===== src/hw/rtl/cas_pkg.sv =====
package cas_pkg;

   // Sizing of the alarm table and the per-advance fire cap.
   localparam int NUM_ALARMS = 16;
   localparam int MAX_FIRES  = 16;

   localparam int IDX_W  = (NUM_ALARMS > 1) ? $clog2(NUM_ALARMS) : 1;
   localparam int SCAN_W = $clog2(NUM_ALARMS + 1);
   localparam int FIRE_W = $clog2(MAX_FIRES + 1);

   // Field widths of the channels.
   localparam int OPCODE_W    = 2;
   localparam int STEP_W      = 24;
   localparam int INDEX_W     = 4;
   localparam int TICKS_W     = 16;
   localparam int ALARM_OUT_W = 4;
   localparam int COUNT_W     = 5;

   // Configuration port and register widths.
   localparam int CSR_INDEX_W   = 2;
   localparam int CSR_DATA_W    = 24;
   localparam int ALARM_COUNT_W = 5;
   localparam int MASK_W        = 16;
   localparam int REANCHOR_W    = 24;

   // Time arithmetic.
   localparam int TIME_W   = 48;
   localparam int PERIOD_W = 30;
   localparam int TICK_W   = 14;
   localparam int ENTRY_W  = PERIOD_W + TIME_W;

   localparam logic [TICK_W-1:0]     TICK_US        = 14'd10000;
   localparam logic [STEP_W-1:0]     STEP_CLAMP_US  = 24'd1000000;
   localparam logic [REANCHOR_W-1:0] REANCHOR_RESET = 24'd500000;

   // Operation codes.
   localparam logic [OPCODE_W-1:0] OP_ADVANCE = 2'd0;
   localparam logic [OPCODE_W-1:0] OP_ARM     = 2'd1;
   localparam logic [OPCODE_W-1:0] OP_DISABLE = 2'd2;

   // Register indexes.
   localparam logic [CSR_INDEX_W-1:0] CSR_ALARM_COUNT  = 2'd0;
   localparam logic [CSR_INDEX_W-1:0] CSR_HANDLER_MASK = 2'd1;
   localparam logic [CSR_INDEX_W-1:0] CSR_REANCHOR     = 2'd2;

   typedef enum logic [3:0] {
      ST_IDLE,
      ST_ARM_WR,
      ST_SCAN,
      ST_LOAD,
      ST_ANCHOR,
      ST_FIRE,
      ST_WRITE,
      ST_DONE
   } state_type;

endpackage


===== src/hw/rtl/cas_req_if.sv =====
interface cas_req_if;
   logic                            valid;
   logic                            ready;
   logic [cas_pkg::OPCODE_W-1:0]    opcode;
   logic [cas_pkg::STEP_W-1:0]      advance_us;
   logic [cas_pkg::INDEX_W-1:0]     alarm_index;
   logic [cas_pkg::TICKS_W-1:0]     interval_ticks;

   modport source (
      output valid, opcode, advance_us, alarm_index, interval_ticks,
      input  ready
   );

   modport sink (
      input  valid, opcode, advance_us, alarm_index, interval_ticks,
      output ready
   );
endinterface


===== src/hw/rtl/cas_rsp_if.sv =====
interface cas_rsp_if;
   logic                              valid;
   logic                              ready;
   logic [cas_pkg::ALARM_OUT_W-1:0]   fired_alarm;
   logic [cas_pkg::COUNT_W-1:0]       fire_count;
   logic                              last;

   modport source (
      output valid, fired_alarm, fire_count, last,
      input  ready
   );

   modport sink (
      input  valid, fired_alarm, fire_count, last,
      output ready
   );
endinterface


===== src/hw/rtl/cas_ram.sv =====
module cas_ram #(
   parameter int WIDTH = 8,
   parameter int DEPTH = 16
) (
   input  logic                                           clock,
   input  logic                                           wr_en,
   input  logic [((DEPTH > 1) ? $clog2(DEPTH) : 1)-1:0]   wr_addr,
   input  logic [WIDTH-1:0]                               wr_data,
   input  logic                                           rd_en,
   input  logic [((DEPTH > 1) ? $clog2(DEPTH) : 1)-1:0]   rd_addr,
   output logic [WIDTH-1:0]                               rd_data
);

   logic [WIDTH-1:0] mem_ff [DEPTH];
   logic [WIDTH-1:0] rd_data_ff;

   // One write port and one registered read port.
   always_ff @(posedge clock) begin
      if (wr_en) begin
         mem_ff[wr_addr] <= wr_data;
      end
      if (rd_en) begin
         rd_data_ff <= mem_ff[rd_addr];
      end
   end

   assign rd_data = rd_data_ff;
endmodule


===== src/hw/rtl/cooperative_alarm_scheduler.sv =====
// Channel   Dir   Beat contents
// req_bus   in    opcode, advance_us, alarm_index, interval_ticks
// rsp_bus   out   fired_alarm, fire_count, last
// csr_*     in    csr_write, csr_index, csr_data (write only)
//
// A disable completes at acceptance; an arm multiplies at acceptance, then adds and writes.
// An advance adds the clamped step to the clock and scans the alarms in order; an
// armed alarm with a handler is read, re-anchored if it lags too far, fires while due
// (up to the fire cap, once for a one-shot) and is written back. Reset is synchronous
// and clears the clock, the armed flags and the control registers (re-anchor to default).
// The scan stalls only when the result register and the held beat are both full.
module cooperative_alarm_scheduler (
   input  logic                               clock,
   input  logic                               reset,
   cas_req_if.sink                            req_bus,
   cas_rsp_if.source                          rsp_bus,
   input  logic                               csr_write,
   input  logic [cas_pkg::CSR_INDEX_W-1:0]    csr_index,
   input  logic [cas_pkg::CSR_DATA_W-1:0]     csr_data
);

   localparam int NUM    = cas_pkg::NUM_ALARMS;
   localparam int IDX_W  = cas_pkg::IDX_W;
   localparam int SCAN_W = cas_pkg::SCAN_W;
   localparam int FIRE_W = cas_pkg::FIRE_W;
   localparam int TIME_W = cas_pkg::TIME_W;
   localparam int PER_W  = cas_pkg::PERIOD_W;

   cas_pkg::state_type state_ff, state_in;

   // Control and configuration registers.
   logic [TIME_W-1:0]                     now_ff, now_in;
   logic [NUM-1:0]                        armed_ff, armed_in;
   logic [cas_pkg::ALARM_COUNT_W-1:0]     count_ff, count_in;
   logic [cas_pkg::MASK_W-1:0]            mask_ff, mask_in;
   logic [cas_pkg::REANCHOR_W-1:0]        reanchor_ff, reanchor_in;
   logic [SCAN_W-1:0]                     scan_ff, scan_in;
   logic                                  pend_valid_ff, pend_valid_in;
   logic                                  rsp_valid_ff, rsp_valid_in;

   // Working registers.
   logic [IDX_W-1:0]                      arm_ix_ff, arm_ix_in;
   logic [PER_W-1:0]                      prod_ff, prod_in;
   logic                                  once_ff, once_in;
   logic [TIME_W-1:0]                     dl_ff, dl_in;
   logic [PER_W-1:0]                      per_ff, per_in;
   logic [TIME_W-1:0]                     lag_ff, lag_in;
   logic                                  behind_ff, behind_in;
   logic [FIRE_W-1:0]                     fires_ff, fires_in;
   logic [cas_pkg::ALARM_OUT_W-1:0]       pend_alarm_ff, pend_alarm_in;
   logic [cas_pkg::COUNT_W-1:0]           pend_count_ff, pend_count_in;
   logic [cas_pkg::ALARM_OUT_W-1:0]       rsp_alarm_ff, rsp_alarm_in;
   logic [cas_pkg::COUNT_W-1:0]           rsp_count_ff, rsp_count_in;
   logic                                  rsp_last_ff, rsp_last_in;

   // Table port signals.
   logic                                  ram_wr_en;
   logic [IDX_W-1:0]                      ram_wr_addr;
   logic [cas_pkg::ENTRY_W-1:0]           ram_wr_data;
   logic                                  ram_rd_en;
   logic [cas_pkg::ENTRY_W-1:0]           ram_rd_data;

   logic [IDX_W-1:0]                      scan_ix;
   logic [NUM-1:0]                        handler_vec;
   logic                                  req_exists;
   logic                                  scan_in_range;
   logic                                  out_free;
   logic [cas_pkg::STEP_W-1:0]            step_clamped;
   logic [TIME_W-1:0]                     rd_dl;
   logic [PER_W-1:0]                      rd_per;
   logic [cas_pkg::TICKS_W-1:0]           ticks_min1;
   logic [FIRE_W-1:0]                     fires_next;

   // Deadline and period of every alarm share one table entry.
   cas_ram #(
      .WIDTH (cas_pkg::ENTRY_W),
      .DEPTH (NUM)
   ) u_table (
      .clock   (clock),
      .wr_en   (ram_wr_en),
      .wr_addr (ram_wr_addr),
      .wr_data (ram_wr_data),
      .rd_en   (ram_rd_en),
      .rd_addr (scan_ix),
      .rd_data (ram_rd_data)
   );

   assign scan_ix       = scan_ff[IDX_W-1:0];
   assign handler_vec   = NUM'(mask_ff);
   assign req_exists    = ({1'b0, req_bus.alarm_index} < count_ff) &&
                          (SCAN_W'(req_bus.alarm_index) < SCAN_W'(NUM));
   assign scan_in_range = (scan_ff < count_ff) && (scan_ff < SCAN_W'(NUM));
   assign out_free      = !rsp_valid_ff || rsp_bus.ready;
   assign step_clamped  = (req_bus.advance_us > cas_pkg::STEP_CLAMP_US) ?
                          cas_pkg::STEP_CLAMP_US : req_bus.advance_us;
   assign rd_dl         = ram_rd_data[TIME_W-1:0];
   assign rd_per        = ram_rd_data[cas_pkg::ENTRY_W-1:TIME_W];
   assign ticks_min1    = (req_bus.interval_ticks == '0) ?
                          cas_pkg::TICKS_W'(1) : req_bus.interval_ticks;
   assign fires_next    = fires_ff + FIRE_W'(1);

   assign req_bus.ready       = (state_ff == cas_pkg::ST_IDLE);
   assign rsp_bus.valid       = rsp_valid_ff;
   assign rsp_bus.fired_alarm = rsp_alarm_ff;
   assign rsp_bus.fire_count  = rsp_count_ff;
   assign rsp_bus.last        = rsp_last_ff;

   // Next state, datapath updates and table accesses.
   always_comb begin
      state_in      = state_ff;
      now_in        = now_ff;
      armed_in      = armed_ff;
      count_in      = count_ff;
      mask_in       = mask_ff;
      reanchor_in   = reanchor_ff;
      scan_in       = scan_ff;
      pend_valid_in = pend_valid_ff;
      rsp_valid_in  = rsp_valid_ff && !rsp_bus.ready;
      arm_ix_in     = arm_ix_ff;
      prod_in       = prod_ff;
      once_in       = once_ff;
      dl_in         = dl_ff;
      per_in        = per_ff;
      lag_in        = lag_ff;
      behind_in     = behind_ff;
      fires_in      = fires_ff;
      pend_alarm_in = pend_alarm_ff;
      pend_count_in = pend_count_ff;
      rsp_alarm_in  = rsp_alarm_ff;
      rsp_count_in  = rsp_count_ff;
      rsp_last_in   = rsp_last_ff;
      ram_wr_en     = 1'b0;
      ram_wr_addr   = scan_ix;
      ram_wr_data   = {per_ff, dl_ff};
      ram_rd_en     = 1'b0;

      // The user must write configuration only while the block is idle; the block does not enforce this.
      if (csr_write) begin
         unique case (csr_index)
            cas_pkg::CSR_ALARM_COUNT:
               count_in = csr_data[cas_pkg::ALARM_COUNT_W-1:0];
            cas_pkg::CSR_HANDLER_MASK:
               mask_in = csr_data[cas_pkg::MASK_W-1:0];
            cas_pkg::CSR_REANCHOR:
               reanchor_in = csr_data[cas_pkg::REANCHOR_W-1:0];
            default: ;
         endcase
      end

      unique case (state_ff)
         cas_pkg::ST_IDLE: begin
            if (req_bus.valid) begin
               unique case (req_bus.opcode)
                  cas_pkg::OP_ARM: begin
                     if (req_exists) begin
                        arm_ix_in = IDX_W'(req_bus.alarm_index);
                        prod_in   = PER_W'(ticks_min1) * PER_W'(cas_pkg::TICK_US);
                        once_in   = (req_bus.interval_ticks == '0);
                        state_in  = cas_pkg::ST_ARM_WR;
                     end
                  end
                  cas_pkg::OP_DISABLE: begin
                     if (req_exists) begin
                        armed_in[IDX_W'(req_bus.alarm_index)] = 1'b0;
                     end
                  end
                  cas_pkg::OP_ADVANCE: begin
                     if (req_bus.advance_us != '0) begin
                        now_in   = now_ff + TIME_W'(step_clamped);
                        scan_in  = '0;
                        state_in = cas_pkg::ST_SCAN;
                     end
                  end
                  default: ;
               endcase
            end
         end

         cas_pkg::ST_ARM_WR: begin
            ram_wr_en           = 1'b1;
            ram_wr_addr         = arm_ix_ff;
            ram_wr_data         = {(once_ff ? PER_W'(0) : prod_ff),
                                   now_ff + TIME_W'(prod_ff)};
            armed_in[arm_ix_ff] = 1'b1;
            state_in            = cas_pkg::ST_IDLE;
         end

         cas_pkg::ST_SCAN: begin
            if (!scan_in_range) begin
               state_in = cas_pkg::ST_DONE;
            end else if (armed_ff[scan_ix] && handler_vec[scan_ix]) begin
               ram_rd_en = 1'b1;
               state_in  = cas_pkg::ST_LOAD;
            end else begin
               scan_in = scan_ff + SCAN_W'(1);
            end
         end

         // Table data is in; take the lag behind the deadline.
         cas_pkg::ST_LOAD: begin
            dl_in     = rd_dl;
            per_in    = rd_per;
            lag_in    = now_ff - rd_dl;
            behind_in = now_ff > rd_dl;
            fires_in  = '0;
            state_in  = cas_pkg::ST_ANCHOR;
         end

         // A periodic alarm that lags too far restarts one period from now.
         cas_pkg::ST_ANCHOR: begin
            if ((per_ff != '0) && behind_ff &&
                (lag_ff > TIME_W'(reanchor_ff))) begin
               dl_in = now_ff + TIME_W'(per_ff);
            end
            state_in = cas_pkg::ST_FIRE;
         end

         // One fire per cycle while the deadline is due, up to the fire cap; a one-shot fires once.
         cas_pkg::ST_FIRE: begin
            if (dl_ff <= now_ff) begin
               fires_in = fires_next;
               if (per_ff == '0) begin
                  armed_in[scan_ix] = 1'b0;
                  state_in          = cas_pkg::ST_WRITE;
               end else begin
                  dl_in = dl_ff + TIME_W'(per_ff);
                  if (fires_next >= FIRE_W'(cas_pkg::MAX_FIRES)) begin
                     state_in = cas_pkg::ST_WRITE;
                  end
               end
            end else begin
               state_in = cas_pkg::ST_WRITE;
            end
         end

         // Write the deadline back; after a fire, hand over the previous result and hold the new one.
         cas_pkg::ST_WRITE: begin
            ram_wr_en = 1'b1;
            if (fires_ff == '0) begin
               scan_in  = scan_ff + SCAN_W'(1);
               state_in = cas_pkg::ST_SCAN;
            end else if (!pend_valid_ff || out_free) begin
               if (pend_valid_ff) begin
                  rsp_valid_in = 1'b1;
                  rsp_alarm_in = pend_alarm_ff;
                  rsp_count_in = pend_count_ff;
                  rsp_last_in  = 1'b0;
               end
               pend_valid_in = 1'b1;
               pend_alarm_in = cas_pkg::ALARM_OUT_W'(scan_ff);
               pend_count_in = cas_pkg::COUNT_W'(fires_ff);
               scan_in       = scan_ff + SCAN_W'(1);
               state_in      = cas_pkg::ST_SCAN;
            end
         end

         // The held result is the final one of this advance.
         cas_pkg::ST_DONE: begin
            if (!pend_valid_ff) begin
               state_in = cas_pkg::ST_IDLE;
            end else if (out_free) begin
               rsp_valid_in  = 1'b1;
               rsp_alarm_in  = pend_alarm_ff;
               rsp_count_in  = pend_count_ff;
               rsp_last_in   = 1'b1;
               pend_valid_in = 1'b0;
               state_in      = cas_pkg::ST_IDLE;
            end
         end

         default: state_in = cas_pkg::ST_IDLE;
      endcase
   end

   // State register.
   always_ff @(posedge clock) begin
      if (reset) begin
         state_ff <= cas_pkg::ST_IDLE;
      end else begin
         state_ff <= state_in;
      end
   end

   // Control and configuration registers.
   always_ff @(posedge clock) begin
      if (reset) begin
         now_ff        <= '0;
         armed_ff      <= '0;
         count_ff      <= '0;
         mask_ff       <= '0;
         reanchor_ff   <= cas_pkg::REANCHOR_RESET;
         scan_ff       <= '0;
         pend_valid_ff <= 1'b0;
         rsp_valid_ff  <= 1'b0;
      end else begin
         now_ff        <= now_in;
         armed_ff      <= armed_in;
         count_ff      <= count_in;
         mask_ff       <= mask_in;
         reanchor_ff   <= reanchor_in;
         scan_ff       <= scan_in;
         pend_valid_ff <= pend_valid_in;
         rsp_valid_ff  <= rsp_valid_in;
      end
   end

   // Working registers carry no reset.
   always_ff @(posedge clock) begin
      arm_ix_ff     <= arm_ix_in;
      prod_ff       <= prod_in;
      once_ff       <= once_in;
      dl_ff         <= dl_in;
      per_ff        <= per_in;
      lag_ff        <= lag_in;
      behind_ff     <= behind_in;
      fires_ff      <= fires_in;
      pend_alarm_ff <= pend_alarm_in;
      pend_count_ff <= pend_count_in;
      rsp_alarm_ff  <= rsp_alarm_in;
      rsp_count_ff  <= rsp_count_in;
      rsp_last_ff   <= rsp_last_in;
   end

endmodule


===== src/flat_wrapper.sv =====
// flat-port wrapper written by rule: the top's interface ports become plain ports
module cooperative_alarm_scheduler_flat 
  (clock, reset, csr_write, csr_index, csr_data, req_bus_valid, req_bus_opcode, req_bus_advance_us, req_bus_alarm_index, req_bus_interval_ticks, req_bus_ready, rsp_bus_valid, rsp_bus_fired_alarm, rsp_bus_fire_count, rsp_bus_last, rsp_bus_ready);
  cas_req_if req_bus_i ();
  cas_rsp_if rsp_bus_i ();
  input  logic clock;
  input  logic reset;
  input  logic csr_write;
  input  logic [cas_pkg::CSR_INDEX_W-1:0] csr_index;
  input  logic [cas_pkg::CSR_DATA_W-1:0] csr_data;
  input wire logic [$bits(req_bus_i.valid)-1:0] req_bus_valid;
  input wire logic [$bits(req_bus_i.opcode)-1:0] req_bus_opcode;
  input wire logic [$bits(req_bus_i.advance_us)-1:0] req_bus_advance_us;
  input wire logic [$bits(req_bus_i.alarm_index)-1:0] req_bus_alarm_index;
  input wire logic [$bits(req_bus_i.interval_ticks)-1:0] req_bus_interval_ticks;
  output wire logic [$bits(req_bus_i.ready)-1:0] req_bus_ready;
  output wire logic [$bits(rsp_bus_i.valid)-1:0] rsp_bus_valid;
  output wire logic [$bits(rsp_bus_i.fired_alarm)-1:0] rsp_bus_fired_alarm;
  output wire logic [$bits(rsp_bus_i.fire_count)-1:0] rsp_bus_fire_count;
  output wire logic [$bits(rsp_bus_i.last)-1:0] rsp_bus_last;
  input wire logic [$bits(rsp_bus_i.ready)-1:0] rsp_bus_ready;
  assign req_bus_i.valid = req_bus_valid;
  assign req_bus_i.opcode = req_bus_opcode;
  assign req_bus_i.advance_us = req_bus_advance_us;
  assign req_bus_i.alarm_index = req_bus_alarm_index;
  assign req_bus_i.interval_ticks = req_bus_interval_ticks;
  assign req_bus_ready = req_bus_i.ready;
  assign rsp_bus_valid = rsp_bus_i.valid;
  assign rsp_bus_fired_alarm = rsp_bus_i.fired_alarm;
  assign rsp_bus_fire_count = rsp_bus_i.fire_count;
  assign rsp_bus_last = rsp_bus_i.last;
  assign rsp_bus_i.ready = rsp_bus_ready;
  cooperative_alarm_scheduler u_core (.clock(clock), .reset(reset), .req_bus(req_bus_i), .rsp_bus(rsp_bus_i), .csr_write(csr_write), .csr_index(csr_index), .csr_data(csr_data));
endmodule

===== config.mk =====
export PLATFORM = sky130hd
export DESIGN_NAME = cooperative_alarm_scheduler_flat
export DESIGN_NICKNAME = d
export VERILOG_FILES = /design/src/hw/rtl/cas_pkg.sv /design/src/hw/rtl/cas_req_if.sv /design/src/hw/rtl/cas_rsp_if.sv /design/src/hw/rtl/cas_ram.sv /design/src/hw/rtl/cooperative_alarm_scheduler.sv /design/src/flat_wrapper.sv
export SDC_FILE = /design/constraint.sdc
export NUM_CORES = 2
export LEC_CHECK = 0
export ABC_CLOCK_PERIOD_IN_PS = 15700
export BUFFER_PORTS_ARGS = -buffer_cell sky130_fd_sc_hd__buf_2
export CORE_MARGIN = 2
export CORE_UTILIZATION = 36
export DETAILED_ROUTE_END_ITERATION = 7
export PLACE_DENSITY = 0.57
export SETUP_SLACK_MARGIN = 0.1
export SLEW_MARGIN = 10
export SYNTH_ARGS = -nofsm -noshare
export SYNTH_HDL_FRONTEND = slang
export SYNTH_SLANG_ARGS = --single-unit

===== constraint.sdc =====
create_clock -name clock -period 15.7 [get_ports clock]
set_clock_uncertainty 0.1 [all_clocks]
set_input_delay 4.71 -clock clock [delete_from_list [all_inputs] [get_ports clock]]
set_output_delay 4.71 -clock clock [all_outputs]
set_load 0.03 [all_outputs]

==> results.md <==
* Tot GR Track Use at 18.5%
* Starting Density at a little over a third
* Upper clock frequency limit at roughly 0.098 GHz
* Flip-flop and latch area at about 48,000 um^2
* Asr flop ratio synth at 0%
* Final hold viol count at 0
* Max Slew Vio Count at 0
* Placed inst area at 78,100 um^2
* Power share of the combinational group at approximately 16%
* Final wirelength at 197 mm
* Initial drt markers at ~4,500
* Total of cells resized after clock tree synthesis at 0
* Met3 wire length at 11.8 mm
* CP arrival at roughly 11 ns
* Fillers at 18,487
* Fin Hold WS at ~0.29 ns
* Most used DFF post-synth: edfxtp_1
* Rows at roughly 170
* Min-delay worst type: register to register
* Cell area after layout at roughly 84,000 um^2
* Lkg Pwr at 28.1 nW
* Power Dens Cells at around 130 nW/um^2
* Crit Path Category: input pin to register
* PortBufs at between 80 and 90
* Post-synth EDFFs at 1,508
* # setup viols final at 0
* Synthesized area at 74,100 um^2
* Period utilization at between 60 and 70%
* Max stage delay on crit path at about 0.53 ns
* Root buffer cell: clkbuf_16
* Avg Cell Area, Syn at between 15 and 20 um^2
* Num CTS Buffers at 168
* Postcts setup bufs at 0
* Global-route wire length before repair at about 290 mm
* Relative slew slack at between 10% and 20%
* CP Buf/Inv Count at 7
* Synth Instances at 4,801
* Sequential power share at between 40% and 50%
* Sw Pwr at a little under 3 mW
* Period minus WS final at a little over 10 ns
* Detailed Routing Iterations Pass 1 at 6
* Most frequent cells in the layout: 1,508 x edfxtp_1, 422 x nand2_1, 391 x mux4_2
* Max stage delay cell, worst path: fa_1
* Die area at 209,000 um^2
* Worst setup EP type: register
* Top sig layer: met4
* Startpoint types: input pin
* Horiz. Die Dim at 458 um
* Sequential fraction of the synthesis area at between 60 and 70%
* Worst-path clk slew at about 0.060 ns
* Cell mode on critical path: inv_1
* Vias/cell at between 5 and 6
* Yosys cell types at between 90 and 100
* Met1 Wirelength at between 80 and 90 mm
* Final setup TNS at 0 ns
* Area delta synth->final at 12.9%
* Worst VDD drop at 111 uV
* Synth area leaders: edfxtp_1 61%, mux4_2 12%, ha_1 4.9%
* Warnings from Yosys at 0
* Met2 routed WL at 91.9 mm
* # DRC at 0
* CTS tree: yes
* Fin cells at approximately 7,800
* ANT nets after route at 0
* WL per Instance at roughly 25 um
* Power after layout at 11.1 mW
* Max cap viols at 0
* Clock Tree Buf Depth at 3
* Unrepaired setup endpoints after global routing: no
* H-tree Lvls at 4
* Worst EP required at 16.13 ns
* IO Count at just under 90
* Via count at between 40,000 and 50,000
* Nets at around 5,400
* Placed Cells incl. Taps at approximately 7,500
* Post-synth top area share at 61.2%
* Core area at roughly 200,000 um^2
* CTS Sinks at 1,627
* Remaining global-route overflow at 0
* Layout cell share with drive strength beyond 1 at roughly 17%
* Sw Share at 26.7%
* Worst R2R Setup Slack at approximately 9 ns
* Clock Power Share at 35.7%
* Yosys top cell by area: edfxtp_1
* Status: finished, final reports clean
* Delay-heaviest family, CP: adder cells
* Largest net degree at the start of global routing at roughly 140
* Post-CTS Hold Fix Bufs at 0
* Slew @ Worst Pin at roughly 1.2 ns
* Crit Path Max Fanout at 13
* Seq cells post-synth at roughly 1,600
* Initial antenna violation count at 8
* Multi-input combinational cell area at ~25,000 um^2
* Routability Congestion at roughly 0.91
* DP HPWL at 117 mm
* Die Y-Extent at ~460 um
* Commonest non-fill, non-tap cell in the layout: edfxtp_1
* Int Power at 8.16 mW
* Vias in the first global route at around 42,000
* Worst skew pair latency at approximately 0.81 ns
[synthesized netlist by cell type, drive strengths merged, types with 6 or more instances]
library cell,count
nand3b,31
nand2,422
mux2i,9
a211o,10
nor2,206
clkbuf,147
a21o,114
nand3,59
mux4,391
a21oi,229
o31ai,13
a31oi,28
nor4,36
and3,28
ha,290
or3,18
o211ai,21
nor3,52
a211oi,34
nor2b,31
and4,6
xnor2,129
buf,51
o21ai,218
nand4,46
nand2b,26
xor2,63
dfxtp,119
edfxtp,1508
inv,245
fa,38
o21bai,21
and2,35
o21a,32
o311ai,8
[per-layer routing]
metal | vias to the layer above | track usage [%]
met4 | 0 | 4.46
met2 | 1389 | 29.4
met5 | - | 0
met1 | 22141 | 27.0
met3 | 226 | 2.52
li1 | 18935 | -
[cell families (layout without fill, tap and decap cells)]
group,count (synthesis),count (layout),synth area share [%]
other cells,1,5,0.00506
flops,1627,1627,64.4
buf+inv,446,730,2.29
compound gates,790,790,6.72
mux,400,400,12.0
xor+xnor,192,192,2.27
fa+ha+maj,328,328,5.93
simple gates,1017,1017,6.41
[worst reg2reg max path: cells and delay by family (launching register included)]
kind | cells | cell delay (ns)
adder cells (fa/ha/maj) | 1 | 0.37
buffers and inverters | 2 | 1.23
AO/OA/AOI/OAI | 5 | 1.15
flip-flops | 1 | 1.03
AND/OR/NAND/NOR | 6 | 2.39
XOR/XNOR | 1 | 0.13
[state kept, by name, summed over array words and instances (netlist names), 16 cells and up]
name / count
u_core.u_table.rd_data: 78
u_core.now_ff: 48
u_core.per_ff: 30
u_core.armed_ff: 16
u_core.reanchor_ff: 24
u_core.lag_ff: 48
u_core.u_table.mem_ff: 1248
u_core.prod_ff: 26
u_core.dl_ff: 48
u_core.handler_vec: 16
[stage by stage]
step	utilization [%]	setup slack, ns
finish	40.9	5.52
global route	40.9	5.18
CTS	40.9	5.52
detailed placement	38.2	4.71
global placement	38.2	4.70
floorplan	-	5.58
[path summary, 6_finish.rpt]
check	start	to	cells after the start
hold reg to reg	u_core.u_table.rd_data[71]	u_core.per_ff[23]	0
hold / removal	u_core.u_table.rd_data[71]	u_core.per_ff[23]	0
setup reg to reg	u_core.state_ff[0]	u_core.dl_ff[46]	15
setup / recovery	req_bus_interval_ticks[8]	u_core.prod_ff[28]	26
[power groups by stage]
stage                     combinational (mW)  sequential (mW)  clock (mW)
final                                   1.76             5.40        3.98
after global routing                    1.96             5.41        4.22
after CTS                               1.78             5.40        4.05
after detailed placement                1.77             5.49           0
after global placement                  1.73             5.48           0
after floorplan                         1.20             5.44           0
[layout make-up]
| cell class | count | area share [%] |
|---|---|---|
| Antenna cell | 1 | 0.00299 |
| Clock inverter | 97 | 1.25 |
| Inverter | 248 | 1.12 |
| Timing Repair Buffer | 180 | 1.52 |
| Sequential cell | 1627 | 57.0 |
| Tap cell | 2688 | 4.02 |
| Multi-Input combinational cell | 2731 | 29.8 |
| Clock buffer | 205 | 5.28 |
Power figures use the tool's default switching activity.
